`src/hdl/lws_pkg.sv`:
```
// ----------------------------------------------------------------------------
// lws_pkg
// Shared widths, codes, types and constants of the latency window statistics
// unit.
// ----------------------------------------------------------------------------
package lws_pkg;

  localparam int DelayW  = 32;
  localparam int CountW  = 16;
  localparam int SumW    = 48;
  localparam int OpW     = 2;
  localparam int CfgIdxW = 2;
  localparam int CfgW    = 32;

  // divider: a magnitude step, then one quotient bit per cycle
  localparam int DivSteps = SumW + 1;
  localparam int DivCntW  = $clog2(DivSteps + 2);

  localparam logic [OpW-1:0] OP_START    = 2'd0;
  localparam logic [OpW-1:0] OP_COMPLETE = 2'd1;
  localparam logic [OpW-1:0] OP_ANOMALY  = 2'd2;

  localparam logic [CfgIdxW-1:0] REG_WARNING  = 2'd0;
  localparam logic [CfgIdxW-1:0] REG_CRITICAL = 2'd1;
  localparam logic [CfgIdxW-1:0] REG_LOOPS    = 2'd2;
  localparam logic [CfgIdxW-1:0] REG_FIRST    = 2'd3;

  localparam logic [CountW-1:0] MAX_LOOPS    = 16'hffff;
  localparam logic [CountW-1:0] TALLY_MAX    = 16'hffff;
  localparam logic [CountW-1:0] LOOPS_RESET  = 16'd1000;
  localparam logic [CountW-1:0] FIRST_RESET  = 16'd1;
  localparam logic [DelayW-1:0] MIN_INIT     = 32'h7fffffff;
  localparam logic [DelayW-1:0] MAX_INIT     = 32'h80000000;

  typedef enum logic [2:0] {
    ST_IDLE,
    ST_LOAD_S,
    ST_DIV_S,
    ST_LOAD_C,
    ST_DIV_C,
    ST_PUBLISH
  } lws_state_e;

  typedef struct packed {
    logic ready;
    logic accept;
    logic div_load;
    logic div_sel;
    logic div_step;
    logic keep_start;
    logic publish;
  } lws_cmd_t;

  typedef struct packed {
    logic report;
    logic div_done;
    logic out_free;
  } lws_stat_t;

  typedef struct packed {
    logic signed [DelayW-1:0] start_lo;
    logic signed [DelayW-1:0] start_hi;
    logic signed [DelayW-1:0] start_mean;
    logic signed [DelayW-1:0] compl_lo;
    logic signed [DelayW-1:0] compl_hi;
    logic signed [DelayW-1:0] compl_mean;
    logic [CountW-1:0]        warning_count;
    logic [CountW-1:0]        critical_count;
    logic [CountW-1:0]        anomaly_count;
  } lws_result_t;

endpackage

```
`src/hdl/lws_if.sv`:
```
// ----------------------------------------------------------------------------
// lws_if
// Valid/ready channels of the latency window statistics unit: sample words
// in, report words out.
// ----------------------------------------------------------------------------
interface lws_in_if;
  import lws_pkg::*;

  logic                     valid;
  logic                     ready;
  logic [OpW-1:0]           operation;
  logic signed [DelayW-1:0] delay;

  modport source (output valid, output operation, output delay, input ready);
  modport sink   (input valid, input operation, input delay, output ready);
endinterface

interface lws_out_if;
  import lws_pkg::*;

  logic                     valid;
  logic                     ready;
  logic signed [DelayW-1:0] start_lo;
  logic signed [DelayW-1:0] start_hi;
  logic signed [DelayW-1:0] start_mean;
  logic signed [DelayW-1:0] compl_lo;
  logic signed [DelayW-1:0] compl_hi;
  logic signed [DelayW-1:0] compl_mean;
  logic [CountW-1:0]        warning_count;
  logic [CountW-1:0]        critical_count;
  logic [CountW-1:0]        anomaly_count;

  modport source (
    output valid, output start_lo, output start_hi, output start_mean,
    output compl_lo, output compl_hi, output compl_mean,
    output warning_count, output critical_count, output anomaly_count,
    input ready
  );
  modport sink (
    input valid, input start_lo, input start_hi, input start_mean,
    input compl_lo, input compl_hi, input compl_mean,
    input warning_count, input critical_count, input anomaly_count,
    output ready
  );
endinterface

```
`src/hdl/lws_ctrl.sv`:
```
// ----------------------------------------------------------------------------
// lws_ctrl
// Sequencer: takes sample words, and at a window end runs the two averaging
// divisions and hands the report to the output register.
// ----------------------------------------------------------------------------
module lws_ctrl (
  input  logic              clk_i,
  input  logic              rst_ni,
  input  logic              in_valid_i,
  input  lws_pkg::lws_stat_t stat_i,
  output lws_pkg::lws_cmd_t  cmd_o
);
  import lws_pkg::*;

  lws_state_e state_q, state_d;

  always_ff @(posedge clk_i or negedge rst_ni) begin
    if (!rst_ni) begin
      state_q <= ST_IDLE;
    end else begin
      state_q <= state_d;
    end
  end

  always_comb begin
    state_d = state_q;
    case (state_q)
      ST_IDLE: begin
        if (in_valid_i && stat_i.report) state_d = ST_LOAD_S;
      end
      ST_LOAD_S: state_d = ST_DIV_S;
      ST_DIV_S: begin
        if (stat_i.div_done) state_d = ST_LOAD_C;
      end
      ST_LOAD_C: state_d = ST_DIV_C;
      ST_DIV_C: begin
        if (stat_i.div_done) state_d = ST_PUBLISH;
      end
      ST_PUBLISH: begin
        if (stat_i.out_free) state_d = ST_IDLE;
      end
      default: state_d = ST_IDLE;
    endcase
  end

  always_comb begin
    cmd_o = '0;
    case (state_q)
      ST_IDLE: begin
        cmd_o.ready  = 1'b1;
        cmd_o.accept = in_valid_i;
      end
      ST_LOAD_S: begin
        cmd_o.div_load = 1'b1;
      end
      ST_DIV_S: begin
        cmd_o.div_step = !stat_i.div_done;
      end
      ST_LOAD_C: begin
        cmd_o.div_load   = 1'b1;
        cmd_o.div_sel    = 1'b1;
        cmd_o.keep_start = 1'b1;
      end
      ST_DIV_C: begin
        cmd_o.div_step = !stat_i.div_done;
      end
      ST_PUBLISH: begin
        cmd_o.publish = stat_i.out_free;
      end
      default: cmd_o = '0;
    endcase
  end

endmodule

```
`src/hdl/lws_dp.sv`:
```
// ----------------------------------------------------------------------------
// lws_dp
// Datapath: settings, window statistics, report snapshot, serial restoring
// divider for the rounded averages, and the output register.
// ----------------------------------------------------------------------------
module lws_dp (
  input  logic                       clk_i,
  input  logic                       rst_ni,
  input  logic                       cfg_we_i,
  input  logic [lws_pkg::CfgIdxW-1:0] cfg_index_i,
  input  logic [lws_pkg::CfgW-1:0]    cfg_data_i,
  input  logic [lws_pkg::OpW-1:0]     in_op_i,
  input  logic signed [lws_pkg::DelayW-1:0] in_delay_i,
  input  logic                       out_ready_i,
  input  lws_pkg::lws_cmd_t           cmd_i,
  output lws_pkg::lws_stat_t          stat_o,
  output logic                       out_valid_o,
  output lws_pkg::lws_result_t        out_res_o
);
  import lws_pkg::*;

  function automatic logic [CountW-1:0] clamp_len(input logic [CountW-1:0] v);
    logic [CountW-1:0] r;
    r = v;
    if (v == '0) r = CountW'(1);
    else if (v > MAX_LOOPS) r = MAX_LOOPS;
    return r;
  endfunction

  function automatic logic [CountW-1:0] tally_inc(input logic [CountW-1:0] t);
    return (t != TALLY_MAX) ? t + CountW'(1) : t;
  endfunction

  function automatic logic [DelayW-1:0] sat32(input logic [SumW:0] q, input logic neg);
    logic [DelayW-1:0] r;
    if (neg) begin
      r = (q > {{(SumW+1-DelayW){1'b0}}, MAX_INIT}) ? MAX_INIT : (~q[DelayW-1:0] + 1'b1);
    end else begin
      r = (q > {{(SumW+1-DelayW){1'b0}}, MIN_INIT}) ? MIN_INIT : q[DelayW-1:0];
    end
    return r;
  endfunction

  // settings
  logic signed [DelayW-1:0] warn_lim_q, crit_lim_q;
  logic [CountW-1:0]        loops_q;

  // window state
  logic [CountW-1:0]        window_left_q;
  logic                     warmup_q;
  logic [SumW-1:0]          sum_s_q, sum_c_q, sum_s_d, sum_c_d;
  logic signed [DelayW-1:0] lo_s_q, hi_s_q, lo_c_q, hi_c_q;
  logic signed [DelayW-1:0] lo_s_d, hi_s_d, lo_c_d, hi_c_d;
  logic [CountW-1:0]        warn_q, crit_q, user_q, warn_d, crit_d, user_d;

  // snapshot and divider
  lws_result_t       hold_q;
  logic [SumW-1:0]   hs_q, hc_q;
  logic [CountW-1:0] n_q;
  logic [SumW:0]     dvd_q;
  logic [CountW-1:0] rem_q;
  logic              neg_q;
  logic [DivCntW-1:0] cnt_q;
  logic [DelayW-1:0] avg_s_q;

  logic              out_valid_q;
  lws_result_t       out_res_q;
  lws_result_t       pub_res;

  logic              is_s, is_c, is_a, crit_hit, warn_hit, win_end;
  logic [SumW-1:0]   d_ext;
  logic [CountW-1:0] n_new;
  logic [SumW:0]     div_x, div_mag;
  logic [CountW:0]   trial;
  logic              trial_ge;

  assign is_s     = cmd_i.accept && (in_op_i == OP_START);
  assign is_c     = cmd_i.accept && (in_op_i == OP_COMPLETE);
  assign is_a     = cmd_i.accept && (in_op_i == OP_ANOMALY);
  assign d_ext    = {{(SumW-DelayW){in_delay_i[DelayW-1]}}, in_delay_i};
  assign crit_hit = in_delay_i > crit_lim_q;
  assign warn_hit = !crit_hit && (in_delay_i > warn_lim_q);
  assign win_end  = is_c && (window_left_q == CountW'(1));
  assign n_new    = clamp_len(loops_q);

  assign stat_o.report   = (in_op_i == OP_COMPLETE) && (window_left_q == CountW'(1))
                           && !warmup_q;
  assign stat_o.div_done = (cnt_q == DivCntW'(DivSteps + 1));
  assign stat_o.out_free = !out_valid_q || out_ready_i;

  always_comb begin
    lo_s_d  = (is_s && (in_delay_i < lo_s_q)) ? in_delay_i : lo_s_q;
    hi_s_d  = (is_s && (in_delay_i > hi_s_q)) ? in_delay_i : hi_s_q;
    lo_c_d  = (is_c && (in_delay_i < lo_c_q)) ? in_delay_i : lo_c_q;
    hi_c_d  = (is_c && (in_delay_i > hi_c_q)) ? in_delay_i : hi_c_q;
    sum_s_d = is_s ? sum_s_q + d_ext : sum_s_q;
    sum_c_d = is_c ? sum_c_q + d_ext : sum_c_q;
    crit_d  = (is_c && crit_hit) ? tally_inc(crit_q) : crit_q;
    warn_d  = (is_c && warn_hit) ? tally_inc(warn_q) : warn_q;
    user_d  = is_a ? tally_inc(user_q) : user_q;
  end

  always_ff @(posedge clk_i or negedge rst_ni) begin
    if (!rst_ni) begin
      warn_lim_q    <= '0;
      crit_lim_q    <= '0;
      loops_q       <= LOOPS_RESET;
      window_left_q <= clamp_len(FIRST_RESET);
      warmup_q      <= 1'b1;
      sum_s_q       <= '0;
      sum_c_q       <= '0;
      lo_s_q        <= MIN_INIT;
      hi_s_q        <= MAX_INIT;
      lo_c_q        <= MIN_INIT;
      hi_c_q        <= MAX_INIT;
      warn_q        <= '0;
      crit_q        <= '0;
      user_q        <= '0;
    end else begin
      if (win_end) begin
        window_left_q <= n_new;
        warmup_q      <= 1'b0;
        sum_s_q       <= '0;
        sum_c_q       <= '0;
        lo_s_q        <= MIN_INIT;
        hi_s_q        <= MAX_INIT;
        lo_c_q        <= MIN_INIT;
        hi_c_q        <= MAX_INIT;
        warn_q        <= '0;
        crit_q        <= '0;
        user_q        <= '0;
      end else begin
        if (is_c) window_left_q <= window_left_q - CountW'(1);
        sum_s_q <= sum_s_d;
        sum_c_q <= sum_c_d;
        lo_s_q  <= lo_s_d;
        hi_s_q  <= hi_s_d;
        lo_c_q  <= lo_c_d;
        hi_c_q  <= hi_c_d;
        warn_q  <= warn_d;
        crit_q  <= crit_d;
        user_q  <= user_d;
      end
      if (cfg_we_i) begin
        case (cfg_index_i)
          REG_WARNING:  warn_lim_q <= cfg_data_i[DelayW-1:0];
          REG_CRITICAL: crit_lim_q <= cfg_data_i[DelayW-1:0];
          REG_LOOPS:    loops_q    <= cfg_data_i[CountW-1:0];
          REG_FIRST: begin
            if (warmup_q) window_left_q <= clamp_len(cfg_data_i[CountW-1:0]);
          end
          default: ;
        endcase
      end
    end
  end

  // divider: dividend is sum + n/2, worked on as sign and magnitude
  assign div_x    = {cmd_i.div_sel ? hc_q[SumW-1] : hs_q[SumW-1],
                     cmd_i.div_sel ? hc_q : hs_q}
                    + {{(SumW+2-CountW){1'b0}}, n_q[CountW-1:1]};
  assign div_mag  = dvd_q[SumW] ? (~dvd_q + 1'b1) : dvd_q;
  assign trial    = {rem_q, dvd_q[SumW]};
  assign trial_ge = trial >= {1'b0, n_q};

  always_comb begin
    pub_res            = hold_q;
    pub_res.start_mean = avg_s_q;
    pub_res.compl_mean = sat32(dvd_q, neg_q);
  end

  always_ff @(posedge clk_i or negedge rst_ni) begin
    if (!rst_ni) begin
      cnt_q       <= '0;
      out_valid_q <= 1'b0;
    end else begin
      if (cmd_i.div_load) cnt_q <= '0;
      else if (cmd_i.div_step) cnt_q <= cnt_q + DivCntW'(1);
      if (cmd_i.publish) out_valid_q <= 1'b1;
      else if (out_ready_i) out_valid_q <= 1'b0;
    end
  end

  always_ff @(posedge clk_i) begin
    if (win_end) begin
      hold_q.start_lo       <= lo_s_d;
      hold_q.start_hi       <= hi_s_d;
      hold_q.start_mean     <= '0;
      hold_q.compl_lo       <= lo_c_d;
      hold_q.compl_hi       <= hi_c_d;
      hold_q.compl_mean     <= '0;
      hold_q.warning_count  <= warn_d;
      hold_q.critical_count <= crit_d;
      hold_q.anomaly_count  <= user_d;
      hs_q                  <= sum_s_d;
      hc_q                  <= sum_c_d;
      n_q                   <= n_new;
    end
    if (cmd_i.div_load) begin
      dvd_q <= div_x;
    end else if (cmd_i.div_step) begin
      if (cnt_q == '0) begin
        neg_q <= dvd_q[SumW];
        dvd_q <= div_mag;
        rem_q <= '0;
      end else begin
        rem_q <= trial_ge ? CountW'(trial - {1'b0, n_q}) : trial[CountW-1:0];
        dvd_q <= {dvd_q[SumW-1:0], trial_ge};
      end
    end
    if (cmd_i.keep_start) avg_s_q <= sat32(dvd_q, neg_q);
    if (cmd_i.publish) out_res_q <= pub_res;
  end

  assign out_valid_o = out_valid_q;
  assign out_res_o   = out_res_q;

endmodule

```
`src/hdl/latency_window_statistics_unit.sv`:
```
// ----------------------------------------------------------------------------
// latency_window_statistics_unit
// Latency monitor: min/max/average of start and completion delays, limit
// tallies and anomaly count, reported once per window of completions after warm-up.
// ----------------------------------------------------------------------------
// Start, anomaly and non-final completion words: taken back to back, input held ready.
// Window-closing completion: two 49-bit serial divisions (each a load, a magnitude
//   step, then the quotient bits) hold the input off.
// Input reopens as the report enters the output register; a second report
//   waits there until the first is taken.
// Reset: asynchronous, active low; statistics cleared, settings to defaults.
module latency_window_statistics_unit (
  input  logic                        clk_i,
  input  logic                        rst_ni,
  input  logic                        cfg_we_i,
  input  logic [lws_pkg::CfgIdxW-1:0] cfg_index_i,
  input  logic [lws_pkg::CfgW-1:0]    cfg_data_i,
  lws_in_if.sink                      in_word_i,
  lws_out_if.source                   out_word_o
);
  import lws_pkg::*;

  lws_cmd_t    cmd;
  lws_stat_t   stat;
  logic        out_valid;
  lws_result_t out_res;

  lws_ctrl u_ctrl (
    .clk_i      (clk_i),
    .rst_ni     (rst_ni),
    .in_valid_i (in_word_i.valid),
    .stat_i     (stat),
    .cmd_o      (cmd)
  );

  lws_dp u_dp (
    .clk_i       (clk_i),
    .rst_ni      (rst_ni),
    .cfg_we_i    (cfg_we_i),
    .cfg_index_i (cfg_index_i),
    .cfg_data_i  (cfg_data_i),
    .in_op_i     (in_word_i.operation),
    .in_delay_i  (in_word_i.delay),
    .out_ready_i (out_word_o.ready),
    .cmd_i       (cmd),
    .stat_o      (stat),
    .out_valid_o (out_valid),
    .out_res_o   (out_res)
  );

  assign in_word_i.ready           = cmd.ready;
  assign out_word_o.valid          = out_valid;
  assign out_word_o.start_lo       = out_res.start_lo;
  assign out_word_o.start_hi       = out_res.start_hi;
  assign out_word_o.start_mean     = out_res.start_mean;
  assign out_word_o.compl_lo       = out_res.compl_lo;
  assign out_word_o.compl_hi       = out_res.compl_hi;
  assign out_word_o.compl_mean     = out_res.compl_mean;
  assign out_word_o.warning_count  = out_res.warning_count;
  assign out_word_o.critical_count = out_res.critical_count;
  assign out_word_o.anomaly_count  = out_res.anomaly_count;

endmodule

```
`src/flat_wrapper.sv`:
```
// flat-port wrapper written by rule: the top's interface ports become plain ports
module latency_window_statistics_unit_flat import lws_pkg::*;
  (clk_i, rst_ni, cfg_we_i, cfg_index_i, cfg_data_i, in_word_i_valid, in_word_i_operation, in_word_i_delay, in_word_i_ready, out_word_o_valid, out_word_o_start_lo, out_word_o_start_hi, out_word_o_start_mean, out_word_o_compl_lo, out_word_o_compl_hi, out_word_o_compl_mean, out_word_o_warning_count, out_word_o_critical_count, out_word_o_anomaly_count, out_word_o_ready);
  lws_in_if in_word_i_i ();
  lws_out_if out_word_o_i ();
  input  logic clk_i;
  input  logic rst_ni;
  input  logic cfg_we_i;
  input  logic [lws_pkg::CfgIdxW-1:0] cfg_index_i;
  input  logic [lws_pkg::CfgW-1:0] cfg_data_i;
  input wire logic [$bits(in_word_i_i.valid)-1:0] in_word_i_valid;
  input wire logic [$bits(in_word_i_i.operation)-1:0] in_word_i_operation;
  input wire logic [$bits(in_word_i_i.delay)-1:0] in_word_i_delay;
  output wire logic [$bits(in_word_i_i.ready)-1:0] in_word_i_ready;
  output wire logic [$bits(out_word_o_i.valid)-1:0] out_word_o_valid;
  output wire logic [$bits(out_word_o_i.start_lo)-1:0] out_word_o_start_lo;
  output wire logic [$bits(out_word_o_i.start_hi)-1:0] out_word_o_start_hi;
  output wire logic [$bits(out_word_o_i.start_mean)-1:0] out_word_o_start_mean;
  output wire logic [$bits(out_word_o_i.compl_lo)-1:0] out_word_o_compl_lo;
  output wire logic [$bits(out_word_o_i.compl_hi)-1:0] out_word_o_compl_hi;
  output wire logic [$bits(out_word_o_i.compl_mean)-1:0] out_word_o_compl_mean;
  output wire logic [$bits(out_word_o_i.warning_count)-1:0] out_word_o_warning_count;
  output wire logic [$bits(out_word_o_i.critical_count)-1:0] out_word_o_critical_count;
  output wire logic [$bits(out_word_o_i.anomaly_count)-1:0] out_word_o_anomaly_count;
  input wire logic [$bits(out_word_o_i.ready)-1:0] out_word_o_ready;
  assign in_word_i_i.valid = in_word_i_valid;
  assign in_word_i_i.operation = in_word_i_operation;
  assign in_word_i_i.delay = in_word_i_delay;
  assign in_word_i_ready = in_word_i_i.ready;
  assign out_word_o_valid = out_word_o_i.valid;
  assign out_word_o_start_lo = out_word_o_i.start_lo;
  assign out_word_o_start_hi = out_word_o_i.start_hi;
  assign out_word_o_start_mean = out_word_o_i.start_mean;
  assign out_word_o_compl_lo = out_word_o_i.compl_lo;
  assign out_word_o_compl_hi = out_word_o_i.compl_hi;
  assign out_word_o_compl_mean = out_word_o_i.compl_mean;
  assign out_word_o_warning_count = out_word_o_i.warning_count;
  assign out_word_o_critical_count = out_word_o_i.critical_count;
  assign out_word_o_anomaly_count = out_word_o_i.anomaly_count;
  assign out_word_o_i.ready = out_word_o_ready;
  latency_window_statistics_unit u_core (.clk_i(clk_i), .rst_ni(rst_ni), .cfg_we_i(cfg_we_i), .cfg_index_i(cfg_index_i), .cfg_data_i(cfg_data_i), .in_word_i(in_word_i_i), .out_word_o(out_word_o_i));
endmodule
```
`config.mk`:
```
export PLATFORM = sky130hd
export DESIGN_NAME = latency_window_statistics_unit_flat
export DESIGN_NICKNAME = d
export VERILOG_FILES = /design/src/hdl/lws_pkg.sv /design/src/hdl/lws_if.sv /design/src/hdl/lws_ctrl.sv /design/src/hdl/lws_dp.sv /design/src/hdl/latency_window_statistics_unit.sv /design/src/flat_wrapper.sv
export SDC_FILE = /design/constraint.sdc
export NUM_CORES = 2
export LEC_CHECK = 0
export ABC_CLOCK_PERIOD_IN_PS = 27500
export BUFFER_PORTS_ARGS = -buffer_cell sky130_fd_sc_hd__buf_2
export CORE_ASPECT_RATIO = 1.2
export CORE_UTILIZATION = 60
export CTS_CLUSTER_DIAMETER = 30
export DETAILED_ROUTE_END_ITERATION = 10
export PLACE_DENSITY = 0.79
export SYNTH_ARGS = -nofsm -noshare
export SYNTH_HDL_FRONTEND = slang
export SYNTH_HIERARCHICAL = 1
export SYNTH_SLANG_ARGS = --single-unit
```
`constraint.sdc`:
```
create_clock -name clk_i -period 27.5 [get_ports clk_i]
set_input_delay 1.375 -clock clk_i [delete_from_list [all_inputs] [get_ports clk_i]]
set_output_delay 1.375 -clock clk_i [all_outputs]
set_load 0.1 [all_outputs]
```
# After elaboration in Yosys (flattened, before gate mapping)
# Cells that the tools add are included.
[word_totals]
out_inout_bits = 242
regBits = 1005
word_cells = 176
input_bits = 73
[classes]
add_sub_neg = 11
mux = 54
reduce_logical = 36
n_eq_ne = 20
order_cmp = 11
bitwise = 3
[op_table]
columns = ["cell", "count"]
rows = [
  ["$mux 32", 11],
  ["$mux 16", 19],
  ["$mux 48", 5],
  ["$mux 49", 4],
  ["$gt 32x32->1", 4],
  ["$add 48x48->48", 2],
  ["$lt 32x32->1", 2],
  ["$add 49x1->49 const B", 1],
  ["$add 49x15->49", 1],
  ["$gt 49x31->1 const B", 1],
  ["$gt 49x32->1 const B", 1],
  ["$not 49->49", 1],
  ["$add 16x1->16 const B", 3],
  ["$ne 16x16->1 const B", 3],
  ["$add 32x1->32 const B", 1],
  ["$gt 16x16->1 const B", 2],
  ["$logic_not 16->1", 2],
  ["$not 32->32", 1],
  ["$pmux 3 s6", 1],
  ["$ge 17x16->1", 1],
  ["$eq 16x1->1 const B", 1],
  ["$sub 16x1->16 const B", 1],
  ["$sub 16x16->16", 1],
  ["$logic_and 1x1->1", 14],
  ["24 further kinds", 52],
]

# Longest topological paths before layout
[depth]
word_depth = 8
depth_mapped = 24
depth_no_buf = 15

# Cells and area by module
# Netlist, hierarchy kept.
[by_module_without_submodules]
columns = ["module", "cells_each", "area_per_inst_um2", "seq_area_each_um2", "instances"]
rows = [
  ["lws_dp", 4502, 51431.8, 28297.1, 1],
  ["lws_ctrl", 25, 221.5, 75.1, 1],
]

# Worst setup path after synthesis
# No wires, ideal clock.
[synth_path]
path_kind = "register -> register"
startpoint = "register u_core.u_ctrl.state_q[2]"
endpoint = "register u_core.u_dp.hc_q[0], enable pin"
stages_incl_launch_ff = 10
synth_period_minus_slack_ps = 11635
slack_ps = 15865
setup_time_ps = 765
arrival_time_ps = 10870
t_required_ps = 26735
path_buffers = 4
cell_sequence = "dfrtp_1 > buf_4 > nor3_2 > and2_1 > and3b_1 > clkbuf_1 > nand2_1 > clkinv_1 > clkbuf_1 > clkbuf_1"
[synth_rtl]
columns = ["element", "line", "rtl"]
rows = [
  ["from (decl)", "lws_ctrl.sv:15", "lws_state_e state_q, state_d;"],
  ["from (signal assigned)", "lws_ctrl.sv:21", "state_q <= state_d;"],
  ["to (signal assigned)", "lws_dp.sv:196", "hc_q <= sum_c_d;"],
  ["to (decl)", "lws_dp.sv:58", "logic [SumW-1:0] hs_q, hc_q;"],
]

# Worst setup path in the final report
[layout_path]
startpoint = "register u_core.u_dp.window_left_q[5]"
endpoint = "register u_core.u_dp.hc_q[7], enable pin"
[layout_via]
elab_chain_len = 2
[layout_rtl]
columns = ["element", "line", "rtl"]
rows = [
  ["from (decl)", "lws_dp.sv:49", "logic [CountW-1:0] window_left_q;"],
  ["from (signal assigned)", "lws_dp.sv:108", "window_left_q <= clamp_len(FIRST_RESET);"],
  ["from (signal assigned)", "lws_dp.sv:121", "window_left_q <= n_new;"],
  ["from (signal assigned)", "lws_dp.sv:133", "if (is_c) window_left_q <= window_left_q - CountW'(1);"],
  ["$eq 16x1->1", "lws_dp.sv:83", "assign win_end = is_c && (window_left_q == CountW'(1));"],
  ["$logic_and 1x1->1", "lws_dp.sv:83", ""],
]
# No other way between the ends.
# A chain may end at the register's enable or synchronous reset.

==> results by group <==
Synth
  – Largest cells by area after synthesis: edfxtp_1 (36%), dfrtp_1 (15%), ha_1 (7.9%)
  – Yosys warnings: 6
  – Main combinational cell family by area after synthesis: simple AND/OR/NAND/NOR gates
  – Post-synth EDFFs: 626
  – Synth Area in Compound Gates: 11.8%
  – Sequential cell area fraction in the yosys report: 54.9%
  – Post-Synth Simple-Gate Area: 12.7%
  – Ys flop type: edfxtp_1
  – Synth top area share: between 30% and 40%
  – Synth area leader: edfxtp_1
  – Syn avg cell area: 11.4 um2
  – Post-Synth XOR/XNOR Area: 3.70%
  – Count leader, synth: edfxtp_1
  – Mapped Area: 51700 um2
  – Unique masters post-synth: 88
  – Syn nets: roughly 5000
  – Async SR Flop Fraction: 37.7%
  – Most frequent cells after synthesis: edfxtp_1 (626), nand2_1 (421), ha_1 (325)
  – Number of synthesized register bits: 1005
  – Cells after synthesis: roughly 4500
  – Synth Area in Adders: 8.03%
  – Post-synthesis mux area share: 5.37%

Worst setup path
  – Crit Path Category: register to register
  – CP max FO: 128
  – Reg-to-reg slack, setup: ~22000 ps
  – Worst Reg2Reg Path Length in Cells: 7
  – Crit Reg-Reg Endpoint: u_core/u_dp/hc_q[7]$_DFFE_PP_
  – CP Capture Type: register
  – Startpoint types: register
  – RR Startpoint: u_core/u_dp/window_left_q[5]$_DFF_PN0_
  – Worst EP required: around 28000 ps
  – Crit path DAT: 5760 ps

Placed design
  – Post-DP HPWL: ~93 mm
  – Final GP Congestion: about 1
  – Worst slack, placed: 21420 ps
  – Dpl cells: 5806
  – Buffers on Ports: 314
  – Dpl cell area: 54300 um2

Global routing
  – Antenna violations before repair: 13
  – First-pass GRT wire length: about 210 mm
  – Remaining Overflow, GRT: 0
  – Met3 usage: 5.74%
  – Vias in the first global route: 37600
  – GR Layer Usage met2: 53.9%
  – Pin count of the biggest net entering global routing: 149
  – Met1 usage: 37.8%
  – All-Layer GR Usage: 32.0%
  – GRT Max-Usage Layer: met2

Drt
  – DRT iter0 DRCs: 3249
  – Vias per cell: 6.17
  – Vias: ~38000
  – Post-DRT Antenna Nets: 0
  – 1st-pass router iterations: 7
  – Final WL: 140 mm
  – DRC viols: 0
  – DR WL/cell: 22.8 um

Timing
  – Worst hold margin: between 400 and 500 ps
  – Fin. max-slew vios: 0
  – Clock Skews: 43.2 ps
  – Setup repair after global routing missed its margin: false
  – Post-layout min period: 5410 ps
  – Final setup TNS: 0 ps
  – Normalized max-slew margin: 20.6%
  – Worst slew pin tran: 1190 ps
  – Final hold vios: 0
  – Post-route setup slack: 22090 ps
  – Fmax: 0.185 GHz
  – Final worst path period share: around a fifth
  – Final setup vio count: 0

Power and ir drop
  – Pleak: approximately 0.025 uW
  – Pwr per Cell Area: 98.3 nW/um2
  – Maximum vdd drop: 0.0617 mV

Floorplan
  – Die Y: between 300 and 400 um
  – # IOs: about 320
  – Die width: 270 um
  – Core area: 85100 um2
  – Initial Util: ~60%
  – Num rows: 117
  – Full die area: 87300 um2

Layout
  – Post-Layout Cell Count: 6130
  – Area grow syn2layout: 16.2%
  – Layout cell share with drive strength beyond 1: between 10% and 20%
  – Final net count: 5244
  – Design area: about 60000 um2

CTS
  – Resized Gates After CTS: 0
  – Hold Buf Count CTS: 0
  – CTS tree: built
  – Post-CTS setup buffer count: 0
  – CTS Buf Count: 164
  – Clock root buffer master: clkbuf_16
  – Clk_lat worst skew: 760 ps
  – CTS max path bufs: 3
  – Max H-tree Level: 4
  – CTS Sinks: 1005
  – Clk pin slew, worst setup/hold paths: approximately 50 ps

Worst hold path
  – Hold endpoint: u_core/u_dp/out_res_o[3]$_DFFE_PP_
  – Hold Startpoint: u_core/u_dp/hold_q[3]$_DFFE_PP_
  – Worst hold path class: register to register
  – Hold path depth: 0

Outcome
  – Outcome: finished, final reports clean

Job
  – Number of max-cap violations: 0
## registers in the layout, summed over array words and instances, names as in the netlist, 48 cells and up
register               flops
u_core/u_dp/hold_q       176
u_core/u_dp/hs_q          48
u_core/u_dp/dvd_q         49
u_core/u_dp/out_res_o    240
u_core/u_dp/sum_s_q       48
u_core/u_dp/hc_q          48
u_core/u_dp/sum_c_q       48
## worst max-delay path by stage
stage,startpoint,to,depth (start not counted)
2_1_floorplan,u_core/u_ctrl/state_q[2]$_DFFE_PN0P_,u_core/u_dp/hc_q[0]$_DFFE_PP_,9
3_3_place_gp,in_word_i_valid,u_core/u_dp/hs_q[34]$_DFFE_PP_,8
3_5_place_dp,in_word_i_valid,u_core/u_dp/hs_q[34]$_DFFE_PP_,8
4_1_cts,u_core/u_dp/window_left_q[6]$_DFF_PN0_,u_core/u_dp/n_q[1]$_DFFE_PP_,7
5_1_grt,u_core/u_ctrl/state_q[2]$_DFFE_PN0P_,u_core/u_dp/n_q[1]$_DFFE_PP_,8
6_report,u_core/u_dp/window_left_q[5]$_DFF_PN0_,u_core/u_dp/hc_q[7]$_DFFE_PP_,7
## metal layers
| metal | vias up | share of wire, % | routed length [um] |
|---|---|---|---|
| met2 | 1665 | 49 | 68500 |
| met1 | 18500 | 38 | 52800 |
| met5 | - | 0.019 | 27 |
| li1 | 17200 | - | - |
| met4 | 4 | 6.4 | 8890 |
| met3 | 435 | 6.9 | 9650 |
## metrics by stage
stage / util [%] / power (uW)
detailed placement: 63.8 / 3760
global route: 70.5 / 6190
floorplan: - / 3330
CTS: 70.5 / 5880
finish: 70.6 / 5900
global placement: 63.8 / 3690
## power breakdown
group / total (uW) / switching, uW / internal [uW]
combinational: 1700 / 988 / 716
clock: 2090 / 790 / 1300
sequential: 2110 / 164 / 1940
## kinds of logic (layout without fill, tap and decap cells)
kind of cell    count (synthesis)  in the layout
compound gates                960            960
xor+xnor                      218            218
fa+ha+maj                     329            329
buf+inv                       469            928
flops                        1005           1005
mux                           252            252
other cells                     0             14
simple gates                 1294           1294
## area by class of cell
type	count	area (um2)
Antenna cell	14	35.0
Clock buffer	190	4370
Clock inverter	120	1360
Fill cell	5869	25000
Inverter	264	998
Multi-Input combinational cell	3053	21600
Sequential cell	1005	28400
Tap cell	1130	1410
Timing Repair Buffer	354	1890
## critical path: stages, from the launching register on
cell and delay, ps:
dfrtp_1 390, or3_1 380, nor4_1 420, and3_1 480, nand2_4 510, inv_8 890
buf_4 810, buf_4 890
## cell usage in the layout (no fill, tap or decap), types with 28 or more instances in the layout
cell type | Yosys | layout
and3_1 | 32 | 32
a21oi_1 | 246 | 246
or3_1 | 29 | 29
nand2b_1 | 107 | 107
nand2_1 | 421 | 420
o31ai_1 | 28 | 28
a21o_1 | 141 | 141
and2_1 | 141 | 141
nand3_1 | 81 | 80
xor2_1 | 102 | 102
xnor2_1 | 116 | 116
nor2_1 | 174 | 172
buf_4 | 2 | 39
nor3_1 | 71 | 69
dfstp_2 | 72 | 72
a31oi_1 | 37 | 37
mux2i_1 | 54 | 54
inv_1 | 263 | 263
o21ai_0 | 265 | 265
nand4_1 | 86 | 86
dfrtp_1 | 307 | 307
mux2_2 | 197 | 197
clkbuf_16 | 0 | 168
edfxtp_1 | 626 | 626
buf_2 | 5 | 313
nor2b_1 | 34 | 33
nor4_1 | 35 | 35
ha_1 | 325 | 325
Power figures use the tool's default switching activity.
